==> config.mk <==
export PLATFORM = sky130hd
export DESIGN_NAME = rar_ctrl
export DESIGN_NICKNAME = d
export VERILOG_FILES = /design/src/hw/rtl/rar_pkg.sv /design/src/hw/rtl/rar_ctrl.sv
export SDC_FILE = /design/constraint.sdc
export NUM_CORES = 1
export LEC_CHECK = 0
export BUFFER_PORTS_ARGS = -buffer_cell sky130_fd_sc_hd__buf_4
export CORE_MARGIN = 5
export CORE_UTILIZATION = 45
export DETAILED_ROUTE_END_ITERATION = 10
export GPL_ROUTABILITY_DRIVEN = 0
export PLACE_DENSITY_LB_ADDON = 0.25
export SLEW_MARGIN = 5
export SYNTH_ARGS = -nofsm -noshare
export SYNTH_HDL_FRONTEND = slang
export SYNTH_SLANG_ARGS = --single-unit
==> constraint.sdc <==
create_clock -name clk -period 4.05 [get_ports clk]
set_clock_uncertainty 0.1 [all_clocks]
set_input_delay 0.2025 -clock clk [delete_from_list [all_inputs] [get_ports clk]]
set_output_delay 0.2025 -clock clk [all_outputs]
set_load 0.02 [all_outputs]
==> src/hw/rtl/rar_pkg.sv <==
// Package: shared constants and types for rational arithmetic reduce block.
package rar_pkg;

	localparam int DEF_WIDTH = 32;

	localparam logic [2:0] OP_NORM = 3'd0;
	localparam logic [2:0] OP_ADD  = 3'd1;
	localparam logic [2:0] OP_SUB  = 3'd2;
	localparam logic [2:0] OP_MUL  = 3'd3;
	localparam logic [2:0] OP_DIV  = 3'd4;

	localparam logic [1:0] ST_OK       = 2'd0;
	localparam logic [1:0] ST_ZERO_DEN = 2'd1;
	localparam logic [1:0] ST_OVERFLOW = 2'd2;

	typedef enum logic [2:0] {
		DP_LOAD   = 3'd0,
		DP_MUL1   = 3'd1,
		DP_MUL2   = 3'd2,
		DP_COMB   = 3'd3,
		DP_GSTART = 3'd4,
		DP_DSTART = 3'd5,
		DP_FINISH = 3'd6,
		DP_NONE   = 3'd7
	} dp_cmd_t;

	typedef struct packed {
		logic zero_den;
		logic zero_num;
		logic div_done;
		logic gcd_end;
	} dp_status_t;

endpackage

==> src/hw/rtl/rar_ctrl.sv <==
// Controller: sequences load, products, gcd loop, two reductions, output handshake.
module rar_ctrl import rar_pkg::*; (
	input  logic       clk,
	input  logic       arst_n,
	input  logic       in_valid,
	output logic       in_stall,
	output logic       out_valid,
	input  logic       out_stall,
	input  dp_status_t stat,
	output dp_cmd_t    cmd
);
	typedef enum logic [9:0] {
		S_IDLE  = 10'b0000000001,
		S_MUL1  = 10'b0000000010,
		S_MUL2  = 10'b0000000100,
		S_COMB  = 10'b0000001000,
		S_GCHK  = 10'b0000010000,
		S_GWAIT = 10'b0000100000,
		S_NRED  = 10'b0001000000,
		S_DRED  = 10'b0010000000,
		S_FIN   = 10'b0100000000,
		S_OUT   = 10'b1000000000
	} state_t;

	state_t state_q, state_d;
	logic   gstep_q; // a divider start (gcd mod step or reduction) has been issued

	assign in_stall  = (state_q != S_IDLE);
	assign out_valid = (state_q == S_OUT);

	always_comb begin
		state_d = state_q;
		cmd     = DP_NONE;
		unique case (state_q)
			S_IDLE: if (in_valid) begin cmd = DP_LOAD; state_d = S_MUL1; end
			S_MUL1: begin cmd = DP_MUL1; state_d = S_MUL2; end
			S_MUL2: begin cmd = DP_MUL2; state_d = S_COMB; end
			S_COMB: begin cmd = DP_COMB; state_d = S_GCHK; end
			S_GCHK: begin
				if (stat.zero_den || stat.zero_num) state_d = S_FIN;
				else if (stat.gcd_end) begin cmd = DP_DSTART; state_d = S_NRED; end
				else begin cmd = DP_GSTART; state_d = S_GWAIT; end
			end
			S_GWAIT: if (stat.div_done && gstep_q) state_d = S_GCHK;
			S_NRED: if (stat.div_done && gstep_q) begin
				cmd = DP_DSTART; state_d = S_DRED;
			end
			S_DRED: if (stat.div_done && gstep_q) state_d = S_FIN;
			S_FIN: begin cmd = DP_FINISH; state_d = S_OUT; end
			S_OUT: if (!out_stall) state_d = S_IDLE;
			default: state_d = S_IDLE;
		endcase
	end

	always_ff @(posedge clk or negedge arst_n) begin
		if (!arst_n) begin
			state_q <= S_IDLE;
			gstep_q <= 1'b0;
		end else begin
			state_q <= state_d;
			gstep_q <= (cmd == DP_GSTART || cmd == DP_DSTART) ? 1'b1 :
				(state_d != state_q) ? 1'b0 : gstep_q;
		end
	end
endmodule

==> flow_summary_export.csv <==
group,metric,value,unit
outcome,run_status,"complete, no violations",
worst_setup_path,r2r_start,"state_q[7]$_DFF_PN0_",
place,io_buffers,12,
min_path,hp-class,"in -> reg",
pwr,vdd_ir_drop_max,431.3,uV
worst_setup_path,r2r_slack,1770,ps
clocking,cts_buffers,3,
worst_setup_path,r2r-end,"gstep_q$_DFFE_PN0P_",
global_routing,grt_util_met3,2.770,%
floorplanning,core-area,0.001902,sq mm
clocking,htreeDepth,1,
synthesis,synth_top_area_cell,"dfrtp_1",
synthesis,syn-cell-area,873.3,sq um
worst_setup_path,critical_path.max_fanout,15,
synthesis,ys_types,42,
detailed_routing,num_vias,902,
detailed_routing,routedWlPerCell,15.82,microns
timing,rsz0062_at_grt,"false",
timing,fin_tns_setup,0,ps
worst_setup_path,cp.buffers_inverters,1,
detailed_routing,vias_per_cell,6.352,
layout,area_delta_synth_final,13.47,%
worst_setup_path,cp_slowest_cell,"or4_1",
layout,drive_gt1_share,19.13,%
pwr,leakagePower,0.4082,nW
floorplanning,die_w,54.06,microns
global_routing,use_met2,28.23,%
clocking,cts_root_buf,"clkbuf_4",
min_path,hold_path.startpoint,"stat[0]",
clocking,cts_tree,"built",
timing,slew_violations,0,
worst_setup_path,end_kind,"primary output",
worst_setup_path,startpoint_type,"flop",
detailed_routing,drtIter0Drc,53,
global_routing,grt_start_max_net_pins,16,
timing,fmaxAchievable,362.2,MHz
synthesis,synth_nets,114,
floorplanning,initial_core_util,45.92,%
timing,finalHoldViolCount,0,
worst_setup_path,cp_slowest_stage_delay,590,ps
synthesis,synthCells,106,
worst_setup_path,cp_cell_sequence,"nor4_1 -> nand2_1 -> or4_1 -> nand2_1 -> nand4bb_1 -> buf_4",
synthesis,syn_area_per_cell,8.239,sq um
worst_setup_path,reg2reg_depth,5,
detailed_routing,ant_nets,0,
clocking,clock_latency,270,ps
floorplanning,io_pins,13,
worst_setup_path,crit_arrival,2460,ps
timing,layout_min_cycle_time,2761,ps
place,dp.final_hpwl,1.660,mm
synthesis,synth_area_leaders,"dfrtp_1, nor2_1, nor3_1",
layout,diodes,0,
global_routing,grt_pass1_wl,3.795,mm
worst_setup_path,worstPathRequired,3750,ps
min_path,hold_depth,3,
detailed_routing,drc_errors,0,
min_path,min_to,"state_q[6]$_DFF_PN0_",
layout,nets,124,
worst_setup_path,path_delay_family,"simple AND/OR/NAND/NOR gates",
timing,max_slew_margin,48.13,%
floorplanning,dieArea,0.002922,sq mm
synthesis,synth_seq_cells,11,
global_routing,antenna_found_initial,0,
layout,stdcell_area,991.0,sq um
flow_run,cap_violations,0,
timing,finalSetupViolations,0,
synthesis,synth_top_area_share,28.65,%
detailed_routing,wl,2.246,mm
worst_setup_path,crit_cells,6,
global_routing,use_met1,24.04,%
global_routing,grtUsageTotal,17.77,%
worst_setup_path,cp_common_cell,"nand2_1",
pwr,power_density,677.5,mW/mm^2
detailed_routing,first_pass_iters,4,
worst_setup_path,path_class,"reg -> out",
layout,multi_input_area,543.0,sq um
floorplanning,row_count,16,
global_routing,first_global_vias,830,
layout,final-seq-area,276.5,sq um
synthesis,yosys_warnings,0,
synthesis,yosysSeqAreaShare,31.66,%
timing,tightest_slew,770.9,ps
layout,fillers,177,
clocking,clkSlewWorstSetupHoldPaths,70,ps
timing,period_share,68.17,%
global_routing,top_usage_layer,"met2",
clocking,post_cts_buffers,0,
clocking,cts_buffer_depth,2,
clocking,clock_sinks,11,
global_routing,grt_remaining_overflow,0,
place,dpl_cell_area,954.7,sq um
floorplanning,die_h,54.06,microns
[registers in the layout, indices dropped and copies added, names as in the netlist]
signal	flops
state_q	10
gstep_q	1
[logic make-up after synthesis]
logic type | synth area share (%)
buf+inv | 6.160
xor+xnor | 3.009
compound gates | 17.77
simple gates | 40.26
flops | 31.66
mux | 1.146
[worst reg2reg max path, cell delays in order (launching register included)]
cell and delay [ps]:
dfrtp_1 490, nor4_1 730, nand2_1 180, o31ai_1 280, nand4b_1 150, o32ai_2 270
[stage by stage]
stage / hold WS [ps] / std cells / utilization [%] / setup slack [ps] / power, W
after global routing: 83.53 / 142 / 52.11 / 1213 / 0.0007179
after floorplan: -193.1 / 106 / - / 1860 / 0.0004662
after detailed placement: -55.04 / 137 / 50.20 / 1627 / 0.0005915
after global placement: -55.05 / 137 / 50.20 / 1613 / 0.0005891
final: 84.00 / 142 / 52.11 / 1289 / 0.0006713
after CTS: 87.20 / 142 / 52.11 / 1327 / 0.0006699
[synth_stat cells (all sizes together)]
cell and number:
a31o 1, xnor2 2, o41ai 2, nand3 3, nor4bb 1, nor2 13
o311a 1, o32ai 1, buf 5, nand4b 3, a22oi 1, inv 3
mux2i 1, dfstp 1, nand4 3, and3 1, nand2b 1, o31ai 1
nand4bb 1, nor2b 2, o21ai 5, or4b 2, a211o 1, and2 1
or2b 1, nor4 6, xor2 1, or2 1, dfrtp 10, o211a 1
a211oi 1, nand2 7, nor3 8, or3 1, clkbuf 3, or4 5
o22ai 4, a21oi 1
[metal layers]
metal  up-vias  wire length [microns]  part of all wire (%)
li1        426                      -                     -
met3         5                    143                   6.4
met5         -                      0                     0
met4         0                     36                   1.6
met2        46                   1101                    49
met1       425                    965                    43
[power by group]
part / internal [W] / switching (W) / total [W]
clock: 0.0000382 / 0.0000397 / 0.0000779
sequential: 0.000134 / 0.0000449 / 0.000179
combinational: 0.000180 / 0.000235 / 0.000415
[what timing repair did]
action,in CTS,in global routing
resized for setup,0,0
hold buffers,1,0
hold endpoints to repair,11,0
[worst max-delay path by stage]
stage | start | end | slack (ps)
3_5_place_dp | state_q[4]$_DFF_PN0_ | cmd[0] | 1630
3_3_place_gp | state_q[4]$_DFF_PN0_ | cmd[0] | 1610
2_1_floorplan | state_q[7]$_DFF_PN0_ | state_q[0]$_DFF_PN1_ | 1860
4_1_cts | state_q[4]$_DFF_PN0_ | cmd[0] | 1330
5_1_grt | state_q[4]$_DFF_PN0_ | cmd[0] | 1210
6_report | state_q[4]$_DFF_PN0_ | cmd[0] | 1290
[area by class of cell]
class | instances | share of cell area, %
Sequential cell | 11 | 27.90
Clock buffer | 4 | 2.652
Multi-Input combinational cell | 84 | 54.80
Inverter | 3 | 1.136
Tap cell | 27 | 3.409
Timing Repair Buffer | 13 | 10.10
[cells in the final DEF, fill, tap and decap left out, types with 2 or more instances in the layout]
cell type | netlist | final
o21ai_0 | 5 | 5
nand3_1 | 2 | 2
inv_1 | 3 | 3
nand2_1 | 7 | 7
o41ai_1 | 2 | 2
nand4b_1 | 3 | 3
xnor2_1 | 2 | 2
dfrtp_1 | 10 | 10
or4_1 | 4 | 4
nor2_1 | 13 | 13
nand4_1 | 3 | 3
buf_4 | 0 | 12
or4b_1 | 2 | 2
clkbuf_4 | 0 | 3
o22ai_1 | 3 | 3
nor2b_1 | 2 | 2
nor4_1 | 6 | 6
nor3_1 | 8 | 8
No activity file was read; power rests on OpenSTA's default activity.
